File: config.mk
export PLATFORM = sky130hd
export DESIGN_NAME = ps2_mouse_packet_click_detector_unit
export DESIGN_NICKNAME = d
export VERILOG_FILES = /design/src/hdl/ps2mcd_pkg.sv /design/src/hdl/ps2_mouse_packet_click_detector_unit.sv
export SDC_FILE = /design/constraint.sdc
export NUM_CORES = 1
export LEC_CHECK = 0
export ABC_AREA = 1
export CAP_MARGIN = 25
export CORE_ASPECT_RATIO = 1.5
export CORE_UTILIZATION = 50
export CTS_BUF_LIST = sky130_fd_sc_hd__clkbuf_4 sky130_fd_sc_hd__clkbuf_8
export DETAILED_ROUTE_END_ITERATION = 12
export DONT_BUFFER_PORTS = 1
export PLACE_DENSITY = 0.68
export REMOVE_ABC_BUFFERS = 1
export SLEW_MARGIN = 0
export SYNTH_ARGS = -nofsm -noshare
export SYNTH_HDL_FRONTEND = slang
export SYNTH_SLANG_ARGS = --single-unit
File: constraint.sdc
create_clock -name clk -period 8.3 [get_ports clk]
set_input_delay 0.83 -clock clk [delete_from_list [all_inputs] [get_ports clk]]
set_output_delay 0.83 -clock clk [all_outputs]
set_load 0.02 [all_outputs]
File: src/hdl/ps2mcd_pkg.sv
// shared types and constants for the ps/2 mouse packet and click detector
package ps2mcd_pkg;

    // packet decoder phase
    typedef enum logic [1:0] {
        PKT_FIRST = 2'd0,
        PKT_X     = 2'd1,
        PKT_Y     = 2'd2,
        PKT_ACK   = 2'd3
    } pkt_phase_t;

    // multi-click machine phase
    typedef enum logic [1:0] {
        CLK_CLEAN   = 2'd0,
        CLK_PRESS   = 2'd1,
        CLK_RELEASE = 2'd2,
        CLK_DIRTY   = 2'd3
    } click_phase_t;

    // configuration register indexes
    localparam logic [2:0] CFG_SCREEN_WIDTH  = 3'd0;
    localparam logic [2:0] CFG_SCREEN_HEIGHT = 3'd1;
    localparam logic [2:0] CFG_MOVE_TOL_X    = 3'd2;
    localparam logic [2:0] CFG_MOVE_TOL_Y    = 3'd3;
    localparam logic [2:0] CFG_PRESS_TO      = 3'd4;
    localparam logic [2:0] CFG_RELEASE_TO    = 3'd5;
    localparam logic [2:0] CFG_DIRTY_TO      = 3'd6;

    // item kinds on the input side
    localparam logic OP_BYTE = 1'b0;
    localparam logic OP_TICK = 1'b1;

    // protocol constants
    localparam logic [7:0] ACK_BYTE = 8'hFA;
    localparam logic [8:0] BIG_MOVE = 9'h100;

    // bit positions in the first packet byte
    localparam int X_SIGN_BIT = 4;
    localparam int Y_SIGN_BIT = 5;
    localparam int X_OVF_BIT  = 6;
    localparam int Y_OVF_BIT  = 7;

    // result item layout
    localparam int OUT_DATA_W = 56;

endpackage

File: src/hdl/ps2_mouse_packet_click_detector_unit.sv
// Top level of the ps/2 mouse packet decoder with multi-click detection.
//
// Input items arrive on s_axis: tuser carries the kind (0 = mouse byte,
// 1 = millisecond tick) and tdata[7:0] the received byte. Every accepted
// item gives exactly one result item on m_axis with the clamped pointer
// position, packet flags, held buttons and any finished click report. The
// user must write configuration (screen size, drift tolerances, timeouts)
// via cfg_we / cfg_addr / cfg_data only while idle; this is not enforced.
//
// The whole decode and click update sit between the input handshake and
// the result register. One item is taken in every cycle while m_axis does
// not stall; the single result register holds the result while m_axis
// stalls, and s_axis_tready stays high as long as that register is empty
// or being drained in the same cycle.
//
// After reset the decoder waits for the 0xFA acknowledge before it frames
// packets, the pointer sits at zero, the click machine is clean, the timer
// is expired and the configuration registers take their default values.
module ps2_mouse_packet_click_detector_unit
    import ps2mcd_pkg::*;
#(
    parameter int COORD_BITS = 16,
    parameter int TIMER_BITS = 16
) (
    input  logic                  clk,
    input  logic                  rst_n,
    // input items
    input  logic                  s_axis_tvalid,
    output logic                  s_axis_tready,
    input  logic [7:0]            s_axis_tdata,   // data[7:0]
    input  logic                  s_axis_tuser,   // op[0]
    // result items
    output logic                  m_axis_tvalid,
    input  logic                  m_axis_tready,
    // pointer_x[15:0], pointer_y[31:16], packet_done[32], moved[33],
    // buttons_held[36:34], click_valid[37], click_count[45:38],
    // click_button[48:46], zero[55:49]
    output logic [OUT_DATA_W-1:0] m_axis_tdata,
    // configuration write port
    input  logic                  cfg_we,
    input  logic [2:0]            cfg_addr,
    input  logic [15:0]           cfg_data
);

    localparam int SUM_W  = COORD_BITS + 2;
    localparam int LOAD_W = (TIMER_BITS > 16) ? TIMER_BITS : 16;

    // configuration registers
    logic [15:0] screen_width_reg, screen_height_reg;
    logic [7:0]  move_tol_x_reg, move_tol_y_reg;
    logic [15:0] press_to_reg, release_to_reg, dirty_to_reg;

    // decoder and click state
    pkt_phase_t             pkt_phase_reg, pkt_phase_next;
    logic [7:0]             first_byte_reg, first_byte_next;
    logic [COORD_BITS-1:0]  pos_x_reg, pos_x_next, pos_y_reg, pos_y_next;
    logic                   moved_flag_reg, moved_flag_next;
    logic [2:0]             held_reg, held_next;
    click_phase_t           click_phase_reg, click_phase_next;
    logic [COORD_BITS-1:0]  anchor_x_reg, anchor_x_next, anchor_y_reg, anchor_y_next;
    logic [2:0]             click_which_reg, click_which_next;
    logic [7:0]             click_tally_reg, click_tally_next;
    logic [TIMER_BITS-1:0]  timer_reg, timer_next;

    // result register
    logic                   out_valid_reg;
    logic [OUT_DATA_W-1:0]  out_data_reg, out_data_next;

    logic                   accept;
    logic [COORD_BITS-1:0]  lim_x, lim_y;

    // saturate a 16-bit timeout into the timer width
    function automatic logic [TIMER_BITS-1:0] load_sat(input logic [15:0] v);
        logic [LOAD_W-1:0] ext;
        logic [LOAD_W-1:0] tmax;
        ext  = LOAD_W'(v);
        tmax = LOAD_W'({TIMER_BITS{1'b1}});
        return TIMER_BITS'((ext > tmax) ? tmax : ext);
    endfunction

    // largest reachable coordinate for a given screen size
    function automatic logic [COORD_BITS-1:0] upper_clamp(input logic [15:0] size);
        logic [15:0] lim;
        logic [15:0] cmax;
        lim  = (size == 16'd0) ? 16'd0 : size - 16'd1;
        cmax = 16'({COORD_BITS{1'b1}});
        return COORD_BITS'((lim > cmax) ? cmax : lim);
    endfunction

    // move towards the upper clamp
    function automatic logic [COORD_BITS-1:0] grow(input logic [COORD_BITS-1:0] pos,
                                                   input logic [8:0] mag,
                                                   input logic [COORD_BITS-1:0] lim);
        logic [SUM_W-1:0] s;
        s = SUM_W'(pos) + SUM_W'(mag);
        return (s >= SUM_W'(lim)) ? lim : COORD_BITS'(s);
    endfunction

    // move towards zero, saturating
    function automatic logic [COORD_BITS-1:0] shrink(input logic [COORD_BITS-1:0] pos,
                                                     input logic [8:0] mag);
        logic [SUM_W-1:0] p;
        logic [SUM_W-1:0] m;
        p = SUM_W'(pos);
        m = SUM_W'(mag);
        return (p > m) ? COORD_BITS'(p - m) : '0;
    endfunction

    // absolute distance beyond tolerance
    function automatic logic drifted(input logic [COORD_BITS-1:0] a,
                                     input logic [COORD_BITS-1:0] b,
                                     input logic [7:0] tol);
        logic [COORD_BITS-1:0] d;
        d = (a > b) ? a - b : b - a;
        return 16'(d) > 16'(tol);
    endfunction

    assign accept        = s_axis_tvalid && s_axis_tready;
    assign s_axis_tready = !out_valid_reg || m_axis_tready;
    assign m_axis_tvalid = out_valid_reg;
    assign m_axis_tdata  = out_data_reg;

    assign lim_x = upper_clamp(screen_width_reg);
    assign lim_y = upper_clamp(screen_height_reg);

    // configuration writes
    always_ff @(posedge clk or negedge rst_n)
    begin
        if (!rst_n)
        begin
            screen_width_reg  <= 16'd1024;
            screen_height_reg <= 16'd768;
            move_tol_x_reg    <= 8'd16;
            move_tol_y_reg    <= 8'd16;
            press_to_reg      <= 16'd360;
            release_to_reg    <= 16'd360;
            dirty_to_reg      <= 16'd360;
        end
        else if (cfg_we)
        begin
            case (cfg_addr)
                CFG_SCREEN_WIDTH:  screen_width_reg  <= cfg_data;
                CFG_SCREEN_HEIGHT: screen_height_reg <= cfg_data;
                CFG_MOVE_TOL_X:    move_tol_x_reg    <= cfg_data[7:0];
                CFG_MOVE_TOL_Y:    move_tol_y_reg    <= cfg_data[7:0];
                CFG_PRESS_TO:      press_to_reg      <= cfg_data;
                CFG_RELEASE_TO:    release_to_reg    <= cfg_data;
                CFG_DIRTY_TO:      dirty_to_reg      <= cfg_data;
                default:           ;
            endcase
        end
    end

    // decode, pointer update and click machine for one item
    always_comb
    begin
        logic [7:0] v;
        logic [8:0] mag;
        logic [2:0] btn;
        logic       done;
        logic       mv;
        logic       cvalid;
        logic [7:0] ccount;
        logic [2:0] cbutton;
        logic       single;

        v       = s_axis_tdata;
        mag     = '0;
        btn     = '0;
        done    = 1'b0;
        mv      = 1'b0;
        cvalid  = 1'b0;
        ccount  = '0;
        cbutton = '0;
        single  = 1'b0;

        pkt_phase_next   = pkt_phase_reg;
        first_byte_next  = first_byte_reg;
        pos_x_next       = pos_x_reg;
        pos_y_next       = pos_y_reg;
        moved_flag_next  = moved_flag_reg;
        held_next        = held_reg;
        click_phase_next = click_phase_reg;
        anchor_x_next    = anchor_x_reg;
        anchor_y_next    = anchor_y_reg;
        click_which_next = click_which_reg;
        click_tally_next = click_tally_reg;
        timer_next       = timer_reg;

        if (s_axis_tuser == OP_TICK)
        begin
            // tick: count down, then report an expired press or release
            if (timer_next != '0)
                timer_next = timer_next - TIMER_BITS'(1);
            if (timer_next == '0 &&
                (click_phase_next == CLK_PRESS || click_phase_next == CLK_RELEASE))
            begin
                click_phase_next = CLK_DIRTY;
                timer_next       = load_sat(dirty_to_reg);
                cvalid           = 1'b1;
                ccount           = click_tally_reg;
                cbutton          = click_which_reg;
            end
        end
        else
        begin
            case (pkt_phase_reg)
                PKT_FIRST:
                begin
                    first_byte_next = v;
                    pkt_phase_next  = PKT_X;
                end
                PKT_X:
                begin
                    // x delta, sign set means leftwards
                    if (v != 8'd0)
                    begin
                        if (first_byte_reg[X_SIGN_BIT])
                        begin
                            mag = first_byte_reg[X_OVF_BIT] ? BIG_MOVE : BIG_MOVE - {1'b0, v};
                            pos_x_next = shrink(pos_x_reg, mag);
                        end
                        else
                        begin
                            mag = first_byte_reg[X_OVF_BIT] ? BIG_MOVE : {1'b0, v};
                            pos_x_next = grow(pos_x_reg, mag, lim_x);
                        end
                        moved_flag_next = 1'b1;
                    end
                    else
                        moved_flag_next = 1'b0;
                    pkt_phase_next = PKT_Y;
                end
                PKT_Y:
                begin
                    // y delta, screen-down so a negative mouse delta grows y
                    if (v != 8'd0)
                    begin
                        if (first_byte_reg[Y_SIGN_BIT])
                        begin
                            mag = first_byte_reg[Y_OVF_BIT] ? BIG_MOVE : BIG_MOVE - {1'b0, v};
                            pos_y_next = grow(pos_y_reg, mag, lim_y);
                        end
                        else
                        begin
                            mag = first_byte_reg[Y_OVF_BIT] ? BIG_MOVE : {1'b0, v};
                            pos_y_next = shrink(pos_y_reg, mag);
                        end
                        moved_flag_next = 1'b1;
                    end
                    done = 1'b1;

                    // drift away from the press point spoils the click
                    if (moved_flag_next)
                    begin
                        mv              = 1'b1;
                        moved_flag_next = 1'b0;
                        if ((click_phase_next == CLK_PRESS ||
                             click_phase_next == CLK_RELEASE) &&
                            (drifted(anchor_x_reg, pos_x_next, move_tol_x_reg) ||
                             drifted(anchor_y_reg, pos_y_next, move_tol_y_reg)))
                        begin
                            click_phase_next = CLK_DIRTY;
                            timer_next       = load_sat(dirty_to_reg);
                        end
                    end

                    // button change drives the click machine
                    btn = first_byte_reg[2:0];
                    if ((held_reg ^ btn) != 3'b000)
                    begin
                        if (click_phase_next == CLK_DIRTY)
                        begin
                            if (held_reg != 3'b000)
                                timer_next = load_sat(dirty_to_reg);
                            else if (timer_next == '0)
                                click_phase_next = CLK_CLEAN;
                        end
                        if (click_phase_next != CLK_DIRTY)
                        begin
                            single = (btn == 3'b000) || (btn == 3'b001) ||
                                     (btn == 3'b010) || (btn == 3'b100);
                            if (single)
                            begin
                                if (click_phase_next == CLK_CLEAN)
                                begin
                                    click_phase_next = CLK_PRESS;
                                    anchor_x_next    = pos_x_next;
                                    anchor_y_next    = pos_y_next;
                                    click_which_next = btn;
                                    click_tally_next = 8'd0;
                                    timer_next       = load_sat(press_to_reg);
                                end
                                else if (click_phase_next == CLK_PRESS)
                                begin
                                    if (timer_next != '0)
                                    begin
                                        click_phase_next = CLK_RELEASE;
                                        click_tally_next = click_tally_reg + 8'd1;
                                        timer_next       = load_sat(release_to_reg);
                                    end
                                    else
                                    begin
                                        click_phase_next = CLK_DIRTY;
                                        timer_next       = load_sat(dirty_to_reg);
                                    end
                                end
                                else if (timer_next != '0)
                                begin
                                    if (btn == click_which_reg)
                                    begin
                                        click_phase_next = CLK_PRESS;
                                        click_tally_next = click_tally_reg + 8'd1;
                                        timer_next       = load_sat(press_to_reg);
                                    end
                                    else
                                    begin
                                        click_phase_next = CLK_DIRTY;
                                        timer_next       = load_sat(dirty_to_reg);
                                    end
                                end
                            end
                            else
                            begin
                                click_phase_next = CLK_DIRTY;
                                timer_next       = load_sat(dirty_to_reg);
                            end
                        end
                        held_next = btn;
                    end
                    pkt_phase_next = PKT_FIRST;
                end
                PKT_ACK:
                begin
                    if (v == ACK_BYTE)
                        pkt_phase_next = PKT_FIRST;
                end
                default:
                    pkt_phase_next = PKT_ACK;
            endcase
        end

        out_data_next = {7'd0, cbutton, ccount, cvalid, held_next, mv, done,
                         16'(pos_y_next), 16'(pos_x_next)};
    end

    // state registers, updated on each accepted item
    always_ff @(posedge clk or negedge rst_n)
    begin
        if (!rst_n)
        begin
            pkt_phase_reg   <= PKT_ACK;
            first_byte_reg  <= '0;
            pos_x_reg       <= '0;
            pos_y_reg       <= '0;
            moved_flag_reg  <= 1'b0;
            held_reg        <= '0;
            click_phase_reg <= CLK_CLEAN;
            anchor_x_reg    <= '0;
            anchor_y_reg    <= '0;
            click_which_reg <= '0;
            click_tally_reg <= '0;
            timer_reg       <= '0;
        end
        else if (accept)
        begin
            pkt_phase_reg   <= pkt_phase_next;
            first_byte_reg  <= first_byte_next;
            pos_x_reg       <= pos_x_next;
            pos_y_reg       <= pos_y_next;
            moved_flag_reg  <= moved_flag_next;
            held_reg        <= held_next;
            click_phase_reg <= click_phase_next;
            anchor_x_reg    <= anchor_x_next;
            anchor_y_reg    <= anchor_y_next;
            click_which_reg <= click_which_next;
            click_tally_reg <= click_tally_next;
            timer_reg       <= timer_next;
        end
    end

    // result register valid
    always_ff @(posedge clk or negedge rst_n)
    begin
        if (!rst_n)
            out_valid_reg <= 1'b0;
        else if (accept)
            out_valid_reg <= 1'b1;
        else if (m_axis_tready)
            out_valid_reg <= 1'b0;
    end

    // result register payload
    always_ff @(posedge clk)
    begin
        if (accept)
            out_data_reg <= out_data_next;
    end

endmodule

Word level (Yosys, flattened, before mapping)

Index checks and enable logic that the tools add are counted.

Memories: 0
Output and inout port bits: 58
Memory bits (writable): 0
ROM bits: 0
Input port bits: 33
Bits in latches: 0
Logic and storage cells: 209
Register bits after elaboration: 253

Multiply operators: 0
Divide/modulo/power cells: 0
Equality and inequality tests: 21
Magnitude comparators: 13
Shift operators: 0
Mux-type cells: 90
Add/subtract/negate cells: 13
Bitwise logic cells: 3
Reductions and logical operators: 44

Operator list:

| operator                | count |
|---|---|
| $mux W16                | 45 |
| $gt A16 B16 Y1 const B  | 5 |
| $logic_not A16 Y1       | 4 |
| $sub A16 B16 Y16        | 4 |
| $sub A16 B1 Y16 const B | 3 |
| $mux W2                 | 21 |
| $mux W8                 | 5 |
| $mux W9                 | 4 |
| $add A16 B9 Y17         | 2 |
| $ge A17 B16 Y1          | 2 |
| $gt A16 B16 Y1          | 2 |
| $gt A16 B8 Y1           | 2 |
| $gt A16 B9 Y1           | 2 |
| $reduce_bool A16 Y1     | 2 |
| $sub A16 B9 Y16         | 2 |
| $reduce_and A2 Y1       | 9 |
| $eq A3 B3 Y1 const B    | 4 |
| $reduce_and A3 Y1       | 4 |
| $mux W1                 | 10 |
| $eq A3 B2 Y1 const B    | 3 |
| $mux W3                 | 3 |
| $reduce_bool A3 Y1      | 3 |
| $sub A9 B8 Y9 const A   | 1 |
| $add A8 B1 Y8 const B   | 1 |
| 21 further kinds        | 41 |

Depth between registers and ports, before layout

Depth in word-level cells: 34
Mapped depth: 81
Gate-level depth less buffers: 79

Worst setup path after synthesis

OpenSTA, ideal clock, no wires.

Path type: input to register
From: in s_axis_tdata[0]
To: reg anchor_y_reg[1]
Cell stages on the path: 70
Path slack: -0.936 ns
Arrival time: 9.109 ns
Data required time: 8.173 ns
Path buffers: 4
Library setup time: 0.127 ns
Cell sequence: inv_1 > ha_1 > or2_2 > nand2_1 > nor2_1 > ha_1 > a21oi_1 > o21bai_1 > a21oi_1 > o21bai_1 > a21oi_1 > o21bai_1 > a21oi_1 > nor2_1 > nand4_1 > o211ai_1 > inv_1 > ha_1 > [34 not listed] > nand2_1 > nor2_2 > nand2_4 > nand2_4 > buf_6 > nand2_1 > nand2_1 > nor2_1 > nand4_1 > nor2_2 > nand2_1 > nand2_4 > inv_4 > nor2_8 > nand3_4 > nor2_8 > buf_2 > o21ai_0

Cells in the longest elaborated chain, start to end: 27
Elaborated cells between the ends (all ways): 43
Classes of those cells: add/sub (5); order compare (4); eq/ne (2); mux (26); reduce/logical (6)

Ends and longest elaborated chain:

| what                                             | line                                                                                     | text |
|---|---|---|
| start, declared                                  | ps2_mouse_packet_click_detector_unit.sv:30                                               | `input logic [7:0] s_axis_tdata,` |
| $sub A9 B8 Y9                                    | ps2_mouse_packet_click_detector_unit.sv:241                                              | `mag = first_byte_reg[Y_OVF_BIT] ? BIG_MOVE : BIG_MOVE - {1'b0, v};` |
| $mux W9                                          | ps2_mouse_packet_click_detector_unit.sv:241                                              |  |
| $add A16 B9 Y17                                  | ps2_mouse_packet_click_detector_unit.sv:95                                               | `s = SUM_W'(pos) + SUM_W'(mag);` |
| $ge A17 B16 Y1                                   | ps2_mouse_packet_click_detector_unit.sv:96                                               | `return (s >= SUM_W'(lim)) ? lim : COORD_BITS'(s);` |
| $mux W16                                         | ps2_mouse_packet_click_detector_unit.sv:96                                               |  |
| $mux W16                                         | ps2_mouse_packet_click_detector_unit.sv:239                                              | `if (first_byte_reg[Y_SIGN_BIT])` |
| $mux W16                                         | ps2_mouse_packet_click_detector_unit.sv:237                                              | `if (v != 8'd0)` |
| $mux W16                                         | ps2_mouse_packet_click_detector_unit.sv:207                                              | `case (pkt_phase_reg)` |
| [11 not listed]                                  | --                                                                                       |  |
| $mux W2                                          | ps2_mouse_packet_click_detector_unit.sv:276                                              | `else if (timer_next == '0)` |
| $mux W2                                          | ps2_mouse_packet_click_detector_unit.sv:274                                              | `if (held_reg != 3'b000)` |
| $mux W2                                          | ps2_mouse_packet_click_detector_unit.sv:272                                              | `if (click_phase_next == CLK_DIRTY)` |
| $mux W2                                          | ps2_mouse_packet_click_detector_unit.sv:270                                              | `if ((held_reg ^ btn) != 3'b000)` |
| $mux W2                                          | ps2_mouse_packet_click_detector_unit.sv:207                                              |  |
| $mux W2                                          | ps2_mouse_packet_click_detector_unit.sv:190                                              | `if (s_axis_tuser == OP_TICK)` |
| $ne A2 B2 Y1 or $logic_not A2 Y1 (tied branches) | ps2_mouse_packet_click_detector_unit.sv:279, ps2_mouse_packet_click_detector_unit.sv:285 |  |
| $reduce_and A7 Y1 (no line)                      | --                                                                                       |  |
| end signal, assigned                             | ps2_mouse_packet_click_detector_unit.sv:375                                              | `anchor_y_reg <= anchor_y_next;` |
| end, declared                                    | ps2_mouse_packet_click_detector_unit.sv:60                                               | `logic [COORD_BITS-1:0] anchor_x_reg, anchor_x_next, anchor_y_reg, anchor_y_next;` |

Parallel ways exist; a longest one is shown, timed or not. The select of a mux whose other input is x is not followed.
A chain may end at the register's enable or synchronous reset.

Worst setup path after layout

From: in s_axis_tdata[2]
To: reg click_tally_reg[5]

Cells in the longest elaborated chain, start to end: 28
Elaborated cells between the ends (all ways): 54
Classes of those cells: add/sub (5); order compare (4); eq/ne (3); mux (33); reduce/logical (9)

Ends and longest elaborated chain:

| what                                                   | line                                                                                     | text |
|---|---|---|
| $sub A9 B8 Y9                                          | ps2_mouse_packet_click_detector_unit.sv:241                                              |  |
| $mux W9                                                | ps2_mouse_packet_click_detector_unit.sv:241                                              |  |
| $add A16 B9 Y17                                        | ps2_mouse_packet_click_detector_unit.sv:95                                               |  |
| $ge A17 B16 Y1                                         | ps2_mouse_packet_click_detector_unit.sv:96                                               |  |
| $mux W16                                               | ps2_mouse_packet_click_detector_unit.sv:96                                               |  |
| $mux W16                                               | ps2_mouse_packet_click_detector_unit.sv:239                                              |  |
| $mux W16                                               | ps2_mouse_packet_click_detector_unit.sv:237                                              |  |
| $mux W16                                               | ps2_mouse_packet_click_detector_unit.sv:207                                              |  |
| [12 not listed]                                        | --                                                                                       |  |
| $mux W2                                                | ps2_mouse_packet_click_detector_unit.sv:274                                              |  |
| $mux W2                                                | ps2_mouse_packet_click_detector_unit.sv:272                                              |  |
| $mux W2                                                | ps2_mouse_packet_click_detector_unit.sv:270                                              |  |
| $mux W2                                                | ps2_mouse_packet_click_detector_unit.sv:207                                              |  |
| $mux W2                                                | ps2_mouse_packet_click_detector_unit.sv:190                                              |  |
| $eq A2 B1 Y1 or $logic_not A2 Y1 (tied branches)       | ps2_mouse_packet_click_detector_unit.sv:294, ps2_mouse_packet_click_detector_unit.sv:285 |  |
| $reduce_bool A3 Y1 (no line) (tied with other cells)   | --                                                                                       |  |
| $reduce_and A8 Y1 (no line) or $mux W8 (tied branches) | --                                                                                       |  |
| end signal, assigned                                   | ps2_mouse_packet_click_detector_unit.sv:377                                              | `click_tally_reg <= click_tally_next;` |
| end, declared                                          | ps2_mouse_packet_click_detector_unit.sv:62                                               | `logic [7:0] click_tally_reg, click_tally_next;` |

Parallel ways exist; a longest one is shown, timed or not. The select of a mux whose other input is x is not followed.

==> results.yml <==
layout:
  fin_nets: 3698
  largest_reg_flops: 49
  layout_commonest_cell: "nand2_1"
  multi_input_area_mm2: 0.01380
  seq_area_mm2: 0.006575
  area_growth_pct: 27.84
  layout_common_cells: "nand2_1, inv_1, buf_4"
  nFillCells: 3831
  drive_gt1_share_pct: 22.90
synth:
  synth_top_family_by_area: "simple AND/OR/NAND/NOR gates"
  synth_xor_xnor_area_share_pct: 3.698
  syn_area_mm2: 0.02132
  synthMuxAreaShare_pct: 0.1409
  yosysUniqueCellTypes: 53
  synth-edff-count: 49
  yosysSeqAreaShare_pct: 30.85
  synth-main-ff-cell: "dfrtp_1"
  synth_compound_area_share_pct: 15.87
  syn_inst: 3166
  synthSimpleGateAreaFrac_pct: 28.17
  synthArstFlopShare_pct: 80.56
  synth_fa_ha_area_share_pct: 10.14
  ys_seq_elements: 252
  postSynthAreaPerCell_um2: 6.733
  yosysWarnings: 0
clock_network:
  cts.path.max_buffers: 3
  cts_buffers: 44
  clock_latency_ns: 0.64
  cts_sinks: 252
  ctsRootBufferMaster: "clkbuf_8"
  htreeDepth: 2
  clkTransAtPathRegs_ns: 0.07
  cts_tree: "built"
setup_path:
  r2r_setup_slack_ns: -0.71
  critPathLaunchType: "primary input"
  worst-setup-path-type: "primary input to flip-flop"
  ff2ff_path_depth: 71
  worstPathArrival_ns: 9.68
  end_kind: "flip-flop"
  critPathSlowestCell: "ha_1"
  path_max_fanout: 17
  slowest_delay_ns: 0.33
  crit_required_ns: 8.87
  reg2reg_to: "click_tally_reg[5]"
  r2r-start: "first_byte_reg[7]"
timing:
  fmax_mhz: 109.8
  worstMarginPinSlew_ns: 1.244
  min_period_ns: 9.105
  hold_slack_ns: 0.04794
  finalHoldViolCount: 0
  drv_slew: 0
  fin_crit_sh_pct: 109.7
  slew_headroom_pct: 17.10
  fin_skew_ns: 0.05165
  finalSetupViolations: 61
  fin_ws_ns: -0.8050
  rsz0062_at_grt: "true"
routing:
  wl_per_cell_um: 19.58
  firstDrtPassIters: 5
  vias: 23040
  detail_route.vias_per_cell: 5.623
  wl_um: 80240
  drc_errors: 0
  drt-initial-drc-count: 1816
  ant_nets: 0
global_route:
  grt_max_degree: 185
  antenna_found_initial: 3
  grt_pass1_vias: 22620
  grt_overflow: 0
  grt_util_all_layers_pct: 36.59
  grt_pass1_wl_um: 121500
floorplanning:
  start_util_pct: 50.73
  dieArea_mm2: 0.04348
  core_area_mm2: 0.04202
  die_h_um: 254.9
  rows: 92
  die_x_um: 170.6
  io_pins: 91
flow_run:
  cap_violations: 0
status:
  status: "finished with violations"
  violations: "setup timing"
hold_path:
  hold_path_class: "primary input to asynchronous set/reset pin"
place:
  port_buffers: 0
  hpwl_um: 58320
  gp_congestion: 1.011
cell usage after synthesis (3+ instances only):
master | number | area share (%)
a211oi_1 | 4 | 0.14
a21boi_1 | 6 | 0.21
a21o_1 | 4 | 0.14
a21oi_1 | 174 | 4.1
a221oi_1 | 14 | 0.58
a22oi_1 | 10 | 0.35
a31oi_1 | 11 | 0.32
and2_1 | 4 | 0.12
buf_2 | 15 | 0.35
buf_4 | 12 | 0.42
buf_6 | 5 | 0.26
clkbuf_1 | 67 | 1.2
clkinv_1 | 9 | 0.16
dfrtp_1 | 184 | 22
dfstp_2 | 19 | 2.3
edfxtp_1 | 49 | 6.9
fa_1 | 8 | 0.75
ha_1 | 160 | 9.4
inv_1 | 485 | 8.5
inv_2 | 6 | 0.11
mux2i_1 | 3 | 0.14
nand2_1 | 832 | 15
nand2_2 | 8 | 0.23
nand2_4 | 7 | 0.37
nand3_1 | 207 | 4.9
nand3b_1 | 6 | 0.21
nand4_1 | 28 | 0.82
nor2_1 | 253 | 4.5
nor2_2 | 10 | 0.29
nor2_8 | 3 | 0.28
nor3_1 | 35 | 0.82
nor4_1 | 11 | 0.32
o2111ai_1 | 3 | 0.12
o211ai_1 | 19 | 0.67
o21a_1 | 4 | 0.14
o21ai_0 | 311 | 7.3
o21ai_1 | 37 | 0.87
o21bai_1 | 17 | 0.60
o31ai_1 | 4 | 0.14
or2_2 | 17 | 0.50
xnor2_1 | 15 | 0.62
xor2_1 | 75 | 3.1
metal layers:
layer / wire length (um) / track usage (%) / vias up
li1: - / - / 10900
met1: 29860 / 40.93 / 10850
met2: 39520 / 63.64 / 968
met3: 4917 / 4.933 / 323
met4: 5932 / 26.51 / 2
met5: 12 / 0 / -
area by class of cell:
| type | count | area share [%] |
|---|---|---|
| sequential | 252 | 24.13 |
| timing repair buffer | 375 | 11.74 |
| clock buffer | 67 | 3.017 |
| tap | 564 | 2.590 |
| multi-input combinational | 2320 | 50.65 |
| timing repair inverter | 2 | 0.05051 |
| antenna | 1 | 0.009183 |
| inverter | 502 | 7.131 |
| clock inverter | 15 | 0.6796 |
critical path, delay by kind of cell:
| kind | cells | cell delay (ns) |
|---|---|---|
| AND/OR/NAND/NOR | 39 | 4.12 |
| XOR/XNOR | 1 | 0.25 |
| AO/OA/AOI/OAI | 8 | 1.15 |
| adder cells (fa/ha/maj) | 3 | 0.90 |
| buffers and inverters | 20 | 2.39 |
worst max path at each step:
stage	cells after the start	from	to
3_3_place_gp	69	s_axis_tdata[0]	timer_reg[0]
2_1_floorplan	73	s_axis_tdata[0]	click_tally_reg[2]
6_report	71	s_axis_tdata[2]	click_tally_reg[5]
5_1_grt	75	s_axis_tdata[2]	timer_reg[5]
3_5_place_dp	72	s_axis_tdata[0]	timer_reg[0]
4_1_cts	75	s_axis_tdata[1]	timer_reg[4]
cell families after synthesis:
logic type      count (synthesis)
compound gates                623
xor+xnor                       90
fa+ha+maj                     168
buf+inv                       603
flops                         252
mux                             3
other cells                     1
simple gates                 1426
metrics by stage:
stage / worst slack, ns / area, um^2 / TNS, ns / cells / util [%]
after floorplan: -1.570 / 20860 / -84.03 / 3071 / -
after global placement: -2.018 / 23860 / -112.13 / 3930 / 56.78
after detailed placement: -2.129 / 23880 / -120.33 / 3932 / 56.84
after CTS: -0.6388 / 26270 / -33.13 / 4073 / 62.52
after global routing: -1.427 / 27250 / -82.05 / 4098 / 64.86
final: -0.8050 / 27250 / -43.12 / 4098 / 64.86
repair_timing:
item,4_1_cts,5_1_grt
gates resized for setup,255,178
buffers inserted,49,20
cloned,9,4
setup endpoints to repair,61,61
pin swaps,70,99
endpoints found under the hold margin,184,0
hold buffers,1,0
Power is not shown: default switching activity piles up to over one toggle a cycle in this logic, so the estimate is an artifact.
